### src/rtl/core/tqp_pkg.sv
// ----------------------------------------------------------------------------
// tqp_pkg
// shared constants for the two queue priority task picker
// ----------------------------------------------------------------------------
`default_nettype none
package tqp_pkg;
    localparam int QUEUE_DEPTH   = 16;
    localparam int TASK_ID_BITS  = 8;
    localparam int PRIORITY_BITS = 8;

    localparam int ENTRY_W = TASK_ID_BITS + PRIORITY_BITS;
    localparam int ADDR_W  = $clog2(QUEUE_DEPTH);
    localparam int CNT_W   = $clog2(QUEUE_DEPTH + 1);

    localparam logic [1:0] MODE_WAKE    = 2'd0;
    localparam logic [1:0] MODE_PICK    = 2'd1;
    localparam logic [1:0] MODE_REQUEUE = 2'd2;

    localparam logic [1:0] Q_MAIN = 2'd0;
    localparam logic [1:0] Q_GEN  = 2'd1;
    localparam logic [1:0] Q_PIN  = 2'd2;
    localparam int NUM_Q = 3;

    typedef logic [CNT_W-1:0] cnt_t;
endpackage
`default_nettype wire

### src/rtl/core/tqp_ram.sv
// ----------------------------------------------------------------------------
// tqp_ram
// simple dual port ram, one write port, one registered read port
// ----------------------------------------------------------------------------
`default_nettype none
module tqp_ram #(
    parameter int WIDTH = 16,
    parameter int DEPTH = 16
) (
    input  wire logic                     aclk,
    input  wire logic                     we,
    input  wire logic [$clog2(DEPTH)-1:0] waddr,
    input  wire logic [WIDTH-1:0]         wdata,
    input  wire logic [$clog2(DEPTH)-1:0] raddr,
    output logic      [WIDTH-1:0]         rdata
);
    logic [WIDTH-1:0] mem [DEPTH];

    always_ff @(posedge aclk) begin
        if (we) begin
            mem[waddr] <= wdata;
        end
        rdata <= mem[raddr];
    end
endmodule
`default_nettype wire

### src/rtl/core/two_queue_priority_task_picker.sv
// ----------------------------------------------------------------------------
// two_queue_priority_task_picker
// three ready queues (main sorted, general sorted, pinned fifo) held in rams
// ----------------------------------------------------------------------------
// channel  ports                                               direction
// s_       s_valid s_ready s_mode s_task_id s_priority_req     in
//          s_run_on_main s_pinned s_from_main_thread
// m_       m_valid m_ready m_task_valid m_picked_task          out
//          m_any_ready m_dropped
//
// one request at a time; a queue is walked entry by entry by a
// single read-modify-write sequencer on the selected queue ram.
// reset empties all queues at once through the count registers.
// a new request is taken while the previous result waits on m_ready.
// ----------------------------------------------------------------------------
`default_nettype none
module two_queue_priority_task_picker
    import tqp_pkg::*;
(
    input  wire logic       aclk,
    input  wire logic       aresetn,
    input  wire logic       s_valid,
    output logic            s_ready,
    input  wire logic [1:0] s_mode,
    input  wire logic [7:0] s_task_id,
    input  wire logic [7:0] s_priority_req,
    input  wire logic       s_run_on_main,
    input  wire logic       s_pinned,
    input  wire logic       s_from_main_thread,
    output logic            m_valid,
    input  wire logic       m_ready,
    output logic            m_task_valid,
    output logic [7:0]      m_picked_task,
    output logic            m_any_ready,
    output logic            m_dropped
);
    localparam logic [3:0] S_IDLE     = 4'd0;
    localparam logic [3:0] S_DISPATCH = 4'd1;
    localparam logic [3:0] S_PICK_RD  = 4'd2;
    localparam logic [3:0] S_SRCH     = 4'd3;
    localparam logic [3:0] S_SRCH_CMP = 4'd4;
    localparam logic [3:0] S_SHD      = 4'd5;
    localparam logic [3:0] S_SHD_WR   = 4'd6;
    localparam logic [3:0] S_INS      = 4'd7;
    localparam logic [3:0] S_INS_SCAN = 4'd8;
    localparam logic [3:0] S_INS_CMP  = 4'd9;
    localparam logic [3:0] S_SHU      = 4'd10;
    localparam logic [3:0] S_SHU_WR   = 4'd11;
    localparam logic [3:0] S_FIN      = 4'd12;

    logic [3:0] state_reg, state_next;
    logic [1:0] q_reg, q_next;
    cnt_t       idx_reg, idx_next;
    cnt_t       pos_reg, pos_next;
    cnt_t       cnt_reg [NUM_Q];
    cnt_t       cnt_next [NUM_Q];

    logic [1:0]               mode_reg, mode_next;
    logic [TASK_ID_BITS-1:0]  id_reg, id_next;
    logic [PRIORITY_BITS-1:0] pri_reg, pri_next;
    logic                     main_reg, main_next;
    logic                     pin_reg, pin_next;
    logic                     from_reg, from_next;

    logic                    res_valid_reg, res_valid_next;
    logic [TASK_ID_BITS-1:0] res_task_reg, res_task_next;
    logic                    res_drop_reg, res_drop_next;

    logic       m_valid_reg, m_valid_next;
    logic       m_tv_reg, m_tv_next;
    logic [7:0] m_pt_reg, m_pt_next;
    logic       m_ar_reg, m_ar_next;
    logic       m_dr_reg, m_dr_next;

    logic               ram_we;
    logic [ADDR_W-1:0]  ram_waddr, ram_raddr;
    logic [ENTRY_W-1:0] ram_wdata;
    logic [ENTRY_W-1:0] ram_rdata [NUM_Q];

    logic [ENTRY_W-1:0]       rd_data;
    logic [TASK_ID_BITS-1:0]  rd_id;
    logic [PRIORITY_BITS-1:0] rd_pri;
    cnt_t                     cnt_q;
    logic [1:0]               tgt;

    for (genvar g = 0; g < NUM_Q; g++) begin : g_ram
        tqp_ram #(.WIDTH(ENTRY_W), .DEPTH(QUEUE_DEPTH)) u_ram (
            .aclk  (aclk),
            .we    (ram_we && (q_reg == 2'(g))),
            .waddr (ram_waddr),
            .wdata (ram_wdata),
            .raddr (ram_raddr),
            .rdata (ram_rdata[g])
        );
    end

    always_comb begin
        case (q_reg)
            Q_MAIN:  rd_data = ram_rdata[0];
            Q_GEN:   rd_data = ram_rdata[1];
            Q_PIN:   rd_data = ram_rdata[2];
            default: rd_data = ram_rdata[0];
        endcase
        case (q_reg)
            Q_MAIN:  cnt_q = cnt_reg[0];
            Q_GEN:   cnt_q = cnt_reg[1];
            Q_PIN:   cnt_q = cnt_reg[2];
            default: cnt_q = cnt_reg[0];
        endcase
    end

    assign rd_id  = rd_data[ENTRY_W-1:PRIORITY_BITS];
    assign rd_pri = rd_data[PRIORITY_BITS-1:0];
    assign tgt    = pin_reg ? Q_PIN : (main_reg ? Q_MAIN : Q_GEN);

    always_comb begin
        state_next     = state_reg;
        q_next         = q_reg;
        idx_next       = idx_reg;
        pos_next       = pos_reg;
        for (int k = 0; k < NUM_Q; k++) begin
            cnt_next[k] = cnt_reg[k];
        end
        mode_next      = mode_reg;
        id_next        = id_reg;
        pri_next       = pri_reg;
        main_next      = main_reg;
        pin_next       = pin_reg;
        from_next      = from_reg;
        res_valid_next = res_valid_reg;
        res_task_next  = res_task_reg;
        res_drop_next  = res_drop_reg;
        m_valid_next   = m_valid_reg && !m_ready;
        m_tv_next      = m_tv_reg;
        m_pt_next      = m_pt_reg;
        m_ar_next      = m_ar_reg;
        m_dr_next      = m_dr_reg;
        ram_we         = 1'b0;
        ram_waddr      = '0;
        ram_wdata      = '0;
        ram_raddr      = '0;
        s_ready        = (state_reg == S_IDLE);

        case (state_reg)
            S_IDLE: begin
                if (s_valid) begin
                    mode_next      = s_mode;
                    id_next        = s_task_id[TASK_ID_BITS-1:0];
                    pri_next       = s_priority_req[PRIORITY_BITS-1:0];
                    main_next      = s_run_on_main;
                    pin_next       = s_pinned;
                    from_next      = s_from_main_thread;
                    res_valid_next = 1'b0;
                    res_task_next  = '0;
                    res_drop_next  = 1'b0;
                    state_next     = S_DISPATCH;
                end
            end
            S_DISPATCH: begin
                case (mode_reg)
                    MODE_WAKE: state_next = S_INS;
                    MODE_PICK: begin
                        if (from_reg && cnt_reg[0] != '0) begin
                            q_next     = Q_MAIN;
                            state_next = S_PICK_RD;
                        end else if (cnt_reg[1] != '0) begin
                            q_next     = Q_GEN;
                            state_next = S_PICK_RD;
                        end else if (cnt_reg[2] != '0) begin
                            q_next     = Q_PIN;
                            state_next = S_PICK_RD;
                        end else begin
                            state_next = S_FIN;
                        end
                    end
                    MODE_REQUEUE: begin
                        q_next     = Q_MAIN;
                        idx_next   = '0;
                        state_next = S_SRCH;
                    end
                    default: state_next = S_FIN;
                endcase
            end
            S_PICK_RD: begin
                ram_raddr  = '0;
                state_next = S_SRCH_CMP;
                // reuse compare state: match forced by pick mode
            end
            S_SRCH: begin
                if (idx_reg >= cnt_q) begin
                    idx_next = '0;
                    case (q_reg)
                        Q_MAIN:  q_next = Q_GEN;
                        Q_GEN:   q_next = Q_PIN;
                        default: state_next = S_FIN;
                    endcase
                end else begin
                    ram_raddr  = idx_reg[ADDR_W-1:0];
                    state_next = S_SRCH_CMP;
                end
            end
            S_SRCH_CMP: begin
                if (mode_reg == MODE_PICK) begin
                    res_valid_next = 1'b1;
                    res_task_next  = rd_id;
                    pos_next       = '0;
                    state_next     = S_SHD;
                end else if (rd_id == id_reg) begin
                    pos_next   = idx_reg;
                    state_next = S_SHD;
                end else begin
                    idx_next   = idx_reg + 1'b1;
                    state_next = S_SRCH;
                end
            end
            S_SHD: begin
                if (CNT_W'(pos_reg + 1'b1) < cnt_q) begin
                    ram_raddr  = ADDR_W'(pos_reg + 1'b1);
                    state_next = S_SHD_WR;
                end else begin
                    cnt_next[q_reg] = cnt_q - 1'b1;
                    state_next      = (mode_reg == MODE_PICK) ? S_FIN : S_INS;
                end
            end
            S_SHD_WR: begin
                ram_we     = 1'b1;
                ram_waddr  = pos_reg[ADDR_W-1:0];
                ram_wdata  = rd_data;
                pos_next   = pos_reg + 1'b1;
                state_next = S_SHD;
            end
            S_INS: begin
                q_next = tgt;
                if (cnt_reg[tgt] == CNT_W'(QUEUE_DEPTH)) begin
                    res_drop_next = 1'b1;
                    state_next    = S_FIN;
                end else if (pin_reg) begin
                    pos_next   = cnt_reg[tgt];
                    idx_next   = cnt_reg[tgt];
                    state_next = S_SHU;
                end else begin
                    idx_next   = '0;
                    state_next = S_INS_SCAN;
                end
            end
            S_INS_SCAN: begin
                if (idx_reg >= cnt_q) begin
                    pos_next   = idx_reg;
                    state_next = S_SHU;
                end else begin
                    ram_raddr  = idx_reg[ADDR_W-1:0];
                    state_next = S_INS_CMP;
                end
            end
            S_INS_CMP: begin
                if (rd_pri >= pri_reg) begin
                    idx_next   = idx_reg + 1'b1;
                    state_next = S_INS_SCAN;
                end else begin
                    pos_next   = idx_reg;
                    idx_next   = cnt_q;
                    state_next = S_SHU;
                end
            end
            S_SHU: begin
                if (idx_reg > pos_reg) begin
                    ram_raddr  = ADDR_W'(idx_reg - 1'b1);
                    state_next = S_SHU_WR;
                end else begin
                    ram_we          = 1'b1;
                    ram_waddr       = pos_reg[ADDR_W-1:0];
                    ram_wdata       = {id_reg, pin_reg ? PRIORITY_BITS'(0) : pri_reg};
                    cnt_next[q_reg] = cnt_q + 1'b1;
                    state_next      = S_FIN;
                end
            end
            S_SHU_WR: begin
                ram_we     = 1'b1;
                ram_waddr  = idx_reg[ADDR_W-1:0];
                ram_wdata  = rd_data;
                idx_next   = idx_reg - 1'b1;
                state_next = S_SHU;
            end
            S_FIN: begin
                if (!m_valid_reg || m_ready) begin
                    m_valid_next = 1'b1;
                    m_tv_next    = res_valid_reg;
                    m_pt_next    = 8'(res_task_reg);
                    m_ar_next    = (cnt_reg[0] != '0) || (cnt_reg[1] != '0) ||
                                   (cnt_reg[2] != '0);
                    m_dr_next    = res_drop_reg;
                    state_next   = S_IDLE;
                end
            end
            default: state_next = S_IDLE;
        endcase
    end

    always_ff @(posedge aclk) begin
        if (!aresetn) begin
            state_reg   <= S_IDLE;
            m_valid_reg <= 1'b0;
            for (int k = 0; k < NUM_Q; k++) begin
                cnt_reg[k] <= '0;
            end
        end else begin
            state_reg   <= state_next;
            m_valid_reg <= m_valid_next;
            for (int k = 0; k < NUM_Q; k++) begin
                cnt_reg[k] <= cnt_next[k];
            end
        end
        q_reg         <= q_next;
        idx_reg       <= idx_next;
        pos_reg       <= pos_next;
        mode_reg      <= mode_next;
        id_reg        <= id_next;
        pri_reg       <= pri_next;
        main_reg      <= main_next;
        pin_reg       <= pin_next;
        from_reg      <= from_next;
        res_valid_reg <= res_valid_next;
        res_task_reg  <= res_task_next;
        res_drop_reg  <= res_drop_next;
        m_tv_reg      <= m_tv_next;
        m_pt_reg      <= m_pt_next;
        m_ar_reg      <= m_ar_next;
        m_dr_reg      <= m_dr_next;
    end

    assign m_valid       = m_valid_reg;
    assign m_task_valid  = m_tv_reg;
    assign m_picked_task = m_pt_reg;
    assign m_any_ready   = m_ar_reg;
    assign m_dropped     = m_dr_reg;
endmodule
`default_nettype wire

### config.mk
export PLATFORM = sky130hd
export DESIGN_NAME = two_queue_priority_task_picker
export DESIGN_NICKNAME = d
export VERILOG_FILES = /design/src/rtl/core/tqp_pkg.sv /design/src/rtl/core/tqp_ram.sv /design/src/rtl/core/two_queue_priority_task_picker.sv
export SDC_FILE = /design/constraint.sdc
export NUM_CORES = 1
export LEC_CHECK = 0
export BUFFER_PORTS_ARGS = -buffer_cell sky130_fd_sc_hd__clkbuf_2
export CELL_PAD_IN_SITES_DETAIL_PLACEMENT = 0
export CELL_PAD_IN_SITES_GLOBAL_PLACEMENT = 1
export CORE_AREA = 4 4 265 267
export DETAILED_ROUTE_END_ITERATION = 8
export DIE_AREA = 0 0 269 271
export PLACE_DENSITY = 0.82
export SYNTH_ARGS = -nofsm -noshare
export SYNTH_HDL_FRONTEND = slang
export SYNTH_SLANG_ARGS = --single-unit
### constraint.sdc
create_clock -name aclk -period 5.52 [get_ports aclk]
set_input_delay 0.552 -clock aclk [delete_from_list [all_inputs] [get_ports aclk]]
set_output_delay 0.552 -clock aclk [all_outputs]
set_load 0.01 [all_outputs]
### Word-level counts from Yosys, hierarchy flattened

Memories as Yosys holds them, arrays and structs flattened. A register that Yosys moved wholly into a read port is not among the register bits.
Cells that the tools add are included.

| storage, ports and cells | value |
|---|---|
| word-level logic and storage cells | 188 |
| output and inout bits | 13 |
| bits of input ports | 25 |
| memories | 4 |
| memory bits (writable) | 783 |
| register bits | 59 |

| cells by class | value |
|---|---|
| order comparisons | 6 |
| reduce and logical (&&, ||, !) cells | 33 |
| add/subtract/negate cells | 5 |
| equal/unequal tests | 35 |
| bitwise logic cells | 4 |
| mux-type cells | 83 |

Memory list:

| memory | words | bits a word | read ports | clocked after memory_dff | write ports | line | source |
|---|---|---|---|---|---|---|---|
| g_ram[0].u_ram.mem | 16 | 16 | 1 | 1 | 1 | tqp_ram.sv:17 | `logic [WIDTH-1:0] mem [DEPTH];` |
| g_ram[1].u_ram.mem | 16 | 16 | 1 | 1 | 1 | tqp_ram.sv:17 |  |
| g_ram[2].u_ram.mem | 16 | 16 | 1 | 1 | 1 | tqp_ram.sv:17 |  |
| cnt_reg | 3 | 5 | 4 | 0 | 3 | two_queue_priority_task_picker.sv:55 | `cnt_t cnt_reg [NUM_Q];` |

Operators by type and width:

| kind | count |
|---|---|
| $mux W5 | 17 |
| $pmux W16 S2 | 2 |
| $mux W4 | 13 |
| $pmux W4 S13 | 1 |
| $pmux W4 S3 | 3 |
| $bwmux W15 | 2 |
| $mux W15 | 2 |
| $pmux W15 S2 | 1 |
| $pmux W5 S6 | 1 |
| $pmux W5 S5 | 1 |
| $mux W8 | 3 |
| $ne A2 B2 Y1 const B | 11 |
| $eq A4 B4 Y1 const B | 5 |
| $reduce_bool A5 Y1 | 4 |
| $eq A4 B3 Y1 const B | 4 |
| $mux W16 | 1 |
| $mux W2 | 8 |
| $pmux W8 S2 | 1 |
| $add A5 B1 Y5 const B | 3 |
| $mux W1 | 15 |
| $mux W3 | 4 |
| $reduce_and A6 Y1 | 2 |
| $demux W5 S2 | 1 |
| $pmux W5 S2 | 1 |
| 34 further kinds | 60 |

### Longest topological paths before layout

| logic depth | value |
|---|---|
| word-level depth | 9 |
| mapped depth | 20 |
| gate-level depth less buffers | 15 |

### Cells and area by module

A second synthesis with hierarchy kept.

| second synthesis, totals | value |
|---|---|
| cell total of the unflattened synthesis | 1866 |
| area total of the unflattened synthesis | 35270.1 sq um |

By module, submodules not included:

| module | area each (sq um) | times used | sequential area each (sq um) | cells an instance |
|---|---|---|---|---|
| tqp_ram | 10042.1 | 3 | 8007.7 | 432 |
| two_queue_priority_task_picker | 5143.7 | 1 | 2021.9 | 570 |

### Least setup slack after synthesis

No wires, ideal clock.

| timing | value |
|---|---|
| path kind | register -> register |
| from | register q_reg[0] |
| to | register g_ram[0].u_ram.rdata[13] (read register of g_ram[0].u_ram.mem) |
| path slack | 1.191 ns |
| setup time | 0.134 ns |
| arrival time | 4.195 ns |
| path buffers | 6 |
| required time | 5.386 ns |
| cell stages (with the launch flop) | 20 |
| period minus slack after synthesis | 4.329 ns |
| cell sequence | edfxtp_1 -> inv_1 -> ha_1 -> buf_4 -> buf_2 -> clkbuf_1 -> o21ai_0 -> ha_1 -> and3_1 -> a211oi_1 -> nand3b_1 -> a21oi_4 -> a22oi_2 -> buf_6 -> buf_2 -> clkbuf_1 -> and3_1 -> a211oi_1 -> a211oi_1 -> or4_1 |

| between the ends | value |
|---|---|
| cells in the longest elaborated chain, start to end | 5 |
| elaborated cells between the ends (all ways) | 8 |
| those cells by class | order compare (2); eq/ne (2); mux (4) |

RTL lines:

| element | line | source |
|---|---|---|
| from (decl) | two_queue_priority_task_picker.sv:52 | `logic [1:0] q_reg, q_next;` |
| from (signal assigned) | two_queue_priority_task_picker.sv:313 | `q_reg <= q_next;` |
| $eq A2 B2 Y1 or $eq A2 B1 Y1 (tied branches) | two_queue_priority_task_picker.sv:104 | `case (q_reg)` |
| $pmux W5 S2 * | two_queue_priority_task_picker.sv:104 |  |
| $ge A5 B5 Y1 or $lt A5 B5 Y1 (tied branches) | two_queue_priority_task_picker.sv:190, two_queue_priority_task_picker.sv:247, two_queue_priority_task_picker.sv:217 |  |
| $mux W4 (on tied branches) | two_queue_priority_task_picker.sv:190, two_queue_priority_task_picker.sv:247, two_queue_priority_task_picker.sv:217 |  |
| $pmux W4 S3 * | two_queue_priority_task_picker.sv:144 | `case (state_reg)` |
| to (decl) | tqp_ram.sv:15 | `output logic [WIDTH-1:0] rdata` |

Mark *: on every way between the ends. The rest lies on a longest branch, timed or not.
A chain may end at the register's enable or synchronous reset.

### Worst setup path after layout

| timing | value |
|---|---|
| from | register q_reg[1] |
| to | register g_ram[1].u_ram.rdata[4] (read register of g_ram[1].u_ram.mem) |

| between the ends | value |
|---|---|
| cells in the longest elaborated chain, start to end | 5 |
| elaborated cells between the ends (all ways) | 8 |
| those cells by class | order compare (2); eq/ne (2); mux (4) |

RTL lines:

| element | line |
|---|---|
| $eq A2 B2 Y1 or $eq A2 B1 Y1 (tied branches) | two_queue_priority_task_picker.sv:104 |
| $pmux W5 S2 * | two_queue_priority_task_picker.sv:104 |
| $ge A5 B5 Y1 or $lt A5 B5 Y1 (tied branches) | two_queue_priority_task_picker.sv:190, two_queue_priority_task_picker.sv:247, two_queue_priority_task_picker.sv:217 |
| $mux W4 (on tied branches) | two_queue_priority_task_picker.sv:190, two_queue_priority_task_picker.sv:247, two_queue_priority_task_picker.sv:217 |
| $pmux W4 S3 * | two_queue_priority_task_picker.sv:144 |
| to (decl) | tqp_ram.sv:15 |

Marked as above.

==> results.md <==
Critical path:
- The required time at the worst-slack endpoint is 6.04 ns.
- The register-to-register path setup slack is between 0.4 and 0.5 ns.
- The critical path ends at g_ram[1].u_ram.rdata[4]$_DFF_P_.
- Data on the critical path arrives at its endpoint at between 5 and 6 ns.
- The worst setup path startpoint is q_reg[1]$_DFFE_PP_.
- The largest fanout on the critical path is 36.
- The critical path goes through inv_1 > ha_1 > a22oi_1 > nand2_1 > o21ai_0 > ha_1 > nor4bb_1 > a211oi_1 > nand3b_1 > a21oi_4 > a22oi_2 > and2_4 > buf_4 > mux2i_1 > a221oi_1 > or4_1.
- The worst register-to-register path begins at q_reg[1]$_DFFE_PP_.
- The most frequent cell on the critical path is sky130_fd_sc_hd__ha_1.
- The largest single stage delay on the critical path is 0.71 ns.
- The critical path is of the reg2reg type.
- The worst register-to-register path ends at g_ram[1].u_ram.rdata[4]$_DFF_P_.
- For the worst flop-to-flop path, the logic depth is 16.
- STA classifies the critical path startpoint as a flip-flop.
- STA classifies the critical path endpoint as a flip-flop.
- The largest individual stage delay along the critical path comes from the cell sky130_fd_sc_hd__and2_4.

Timing:
- Setup violations remaining at the end of the flow were counted as 0.
- The final critical-path required period is 5.10 ns.
- Summed over all failing endpoints, the final setup total negative slack is 0 ns.
- The final-report hold violation count is 0.
- Measured against its own limit, the worst slew margin works out to 0.185.
- At the pin with the least slew margin, the transition time is 1.21 ns.
- The post-layout worst setup margin is 0.422 ns.
- The worst hold margin is 0.0891 ns.
- Clock skew on the completed layout was measured at between 0.04 and 0.05 ns.
- Based on the critical path, the design can be clocked at up to 196 MHz.
- Setup repair after global routing left no endpoint under its margin.
- In the finished design, the share of the clock period the worst path needs comes to 0.924.
- The final number of max-transition violations was 0.

Global route:
- For met3 alone, demand over resource in global routing was 0.0441.
- The via count of the first global-routing pass is 21,500.
- The global-route layer with the greatest usage is met2.
- The pin count of the biggest net entering global routing is roughly 150.
- The number of antenna violations at the first check in global routing came to 1.
- The total congestion overflow is 0.
- The first global-routing pass estimated 137,000 um of wire.
- The met1 track demand over resource is 0.364.
- For this run, global-route usage on met2 was measured as 0.381.
- The global-route usage over all layers is 0.250.

Synth:
- Counting instances in the post-synthesis netlist gives the leading cell types as sky130_fd_sc_hd__edfxtp_1, sky130_fd_sc_hd__a211oi_1, sky130_fd_sc_hd__mux2i_1.
- The average cell area after synthesis is 14.9 um^2.
- Ranked by total cell area, the synthesized netlist is headed by sky130_fd_sc_hd__edfxtp_1, sky130_fd_sc_hd__a211oi_1, sky130_fd_sc_hd__mux2i_1.
- After synthesis the cells add up to 36,300 um^2.
- Counting every net in the synthesized netlist gives 2,488.
- The proportion of synthesized chip area in sequential cells is 0.718.
- The most frequently used flop master after synthesis is sky130_fd_sc_hd__edfxtp_1.
- Of all flip-flops after synthesis, the portion carrying an async set or reset was 0.
- The total number of yosys warnings is 0.
- The cell accounting for the most synthesized area is sky130_fd_sc_hd__edfxtp_1.
- Yosys mapped a number of flops with a built-in enable equal to 822.
- The register bit count reported by yosys is 890.
- Of the post-synthesis cell area, the dominant cell type holds 0.680.
- In the synthesized netlist, the number of instances is 2,438.
- The number of different library cells used by synthesis comes to 64.
- Among all cell types in the netlist, the one instantiated most often is sky130_fd_sc_hd__edfxtp_1.

Cells and area:
- In the final layout, the share of cells above drive strength 1 is 0.120.
- In the final design database the tool counted 2,528 nets.
- The number of antenna diodes in the final layout is 0.
- The growth of design area from synthesis to finish is 12.3%.
- The register with the most flip-flops in the layout has approximately 770 of them.
- Once layout is complete, the utilization of the core stands at 0.598.

Placement:
- The detailed-placement wirelength estimate is just over 50,000 um.
- In this run the tool buffered the top-level ports with 37 buffer cells.
- The placer's final routability congestion estimate is slightly below 0.9.
- At the placement stage, the worst setup path has a slack of ~0.36 ns.

Clock tree:
- TritonCTS built the clock tree.
- CTS placed an instance of sky130_fd_sc_hd__clkbuf_16 at the clock tree root.
- The number of hold buffers added after CTS is 0.
- The later pin in the worst-skew pair is clocked with a latency of roughly 0.65 ns.
- The clock transition at the registers of the reported paths is 0.07 ns.
- The clock sink count is between 800 and 900.
- The count of instances resized after the clock tree is built is 0.
- The maximum level of the CTS H-tree is 3.
- Counting along the longest clock path gives a buffer depth of 3.
- The number of clock buffers added by TritonCTS is 88.
- The setup fix buffers added after clock tree synthesis is 0.

Floorplanning:
- The region available for standard cell placement spans around 70,000 um^2.
- The die is ~270 um wide.
- The number of placement rows is 96.
- For this configuration, the core starts out at a cell density of 0.533.
- The die is around 270 um tall.
- The number of I/O pins is 38.
- The die area is 72,900 um^2.

Power:
- For this design the ratio of total power to cell area is 427 nW/um^2.
- The total power is about 0.017 W.
- The standby leakage power is about 14 nW.
- The worst-case IR drop observed on VDD is ~0.00024 V.

Detailed routing:
- Using the TritonRoute via totals, the vias-per-cell ratio works out to 6.42.
- In this run the remaining antenna-violating nets after routing total 0.
- The number of detailed-routing iterations run before antenna repair is 6.
- The routed wire length is between 90,000 and 100,000 um.
- Dividing the detail-routed wire length by the instance count gives between 20 and 30 um.
- After detailed routing, the number of remaining DRC violations is 0.
- The total vias in the final route is 22,000.
- The detailed router finished its first iteration with ~2,600 violations.

Status:
- The flow ran to the end, and the final reports show no timing, DRC or antenna violations.

Min path:
- The worst hold path class is in2reg.

Flow run:
- The count of max-cap constraint violations is 0.
==> kinds of logic (layout without fill, tap and decap cells) <==
| logic type | count (synthesis) | in the layout | synth area share |
|---|---|---|---|
| flops | 890 | 890 | 0.718 |
| xor+xnor | 22 | 22 | 0.00531 |
| simple gates | 525 | 526 | 0.0745 |
| buf+inv | 211 | 322 | 0.0267 |
| fa+ha+maj | 26 | 26 | 0.00893 |
| compound gates | 566 | 566 | 0.112 |
| mux | 198 | 198 | 0.0547 |
==> power by group <==
part           switching, W  leakage [nW]  internal [W]
clock network       0.00252          1.48       0.00364
logic               0.00218          5.35       0.00106
registers          0.000297          6.97       0.00769
total               0.00500          13.8        0.0124
==> metrics by stage <==
step           cells  area (um^2)
4_1_cts         3431        40700
2_1_floorplan   2438        36300
6_report        3432        40700
5_1_grt         3432        40700
3_3_place_gp    3269        37700
3_5_place_dp    3269        37700
==> worst max-delay path: cells and delay by family, from the launching register on <==
kind | cells | cell delay, ns
and+or+nand+nor | 5 | 1.76
AOI/OAI and AO/OA | 6 | 0.96
adders and majority gates | 2 | 0.86
buffers and inverters | 2 | 0.69
DFF | 1 | 0.40
muxes | 1 | 0.29
==> cell type report <==
cell class | count | area (um^2)
clock inverters | 42 | 508
multi-input cells | 1338 | 9440
inverters | 31 | 116
well taps | 882 | 1100
flip-flops and latches | 890 | 26000
clock buffers | 120 | 2520
fillers | 4984 | 27400
repair buffers | 129 | 1020
==> how the worst min path moves through the flow <==
| stage | start | end | slack, ns | depth (start not counted) |
|---|---|---|---|---|
| after detailed placement | res_valid_reg$_DFFE_PP_ | m_task_valid$_DFFE_PP_ | 0.41 | 0 |
| after global routing | s_task_id[6] | id_reg[6]$_DFFE_PP_ | 0.07 | 1 |
| after CTS | s_priority_req[2] | pri_reg[2]$_DFFE_PP_ | 0.06 | 1 |
| after floorplan | res_drop_reg$_DFFE_PP_ | m_dropped$_DFFE_PP_ | 0.40 | 0 |
| final | s_priority_req[2] | pri_reg[2]$_DFFE_PP_ | 0.09 | 1 |
| after global placement | res_valid_reg$_DFFE_PP_ | m_task_valid$_DFFE_PP_ | 0.41 | 0 |
==> routing by layer <==
| metal | wire length (um) | vias up |
|---|---|---|
| met5 | 0 | - |
| met4 | 3500 | 0 |
| met3 | 8400 | 186 |
| met2 | 41800 | 1055 |
| met1 | 38100 | 11000 |
| li1 | - | 9746 |
==> layout by cell type, fill, tap and decap left out, types with 51 or more instances in the layout <==
cell | Yosys | layout
sky130_fd_sc_hd__edfxtp_1 | 822 | 822
sky130_fd_sc_hd__a211oi_1 | 289 | 289
sky130_fd_sc_hd__mux2i_1 | 197 | 197
sky130_fd_sc_hd__and3_1 | 154 | 154
sky130_fd_sc_hd__nand2_1 | 146 | 140
sky130_fd_sc_hd__nor2_1 | 98 | 97
sky130_fd_sc_hd__clkbuf_16 | 0 | 92
sky130_fd_sc_hd__a21oi_1 | 88 | 88
sky130_fd_sc_hd__buf_4 | 11 | 81
sky130_fd_sc_hd__dfxtp_1 | 68 | 68
sky130_fd_sc_hd__or4_1 | 51 | 51
No activity file was read; power rests on OpenSTA's default activity.
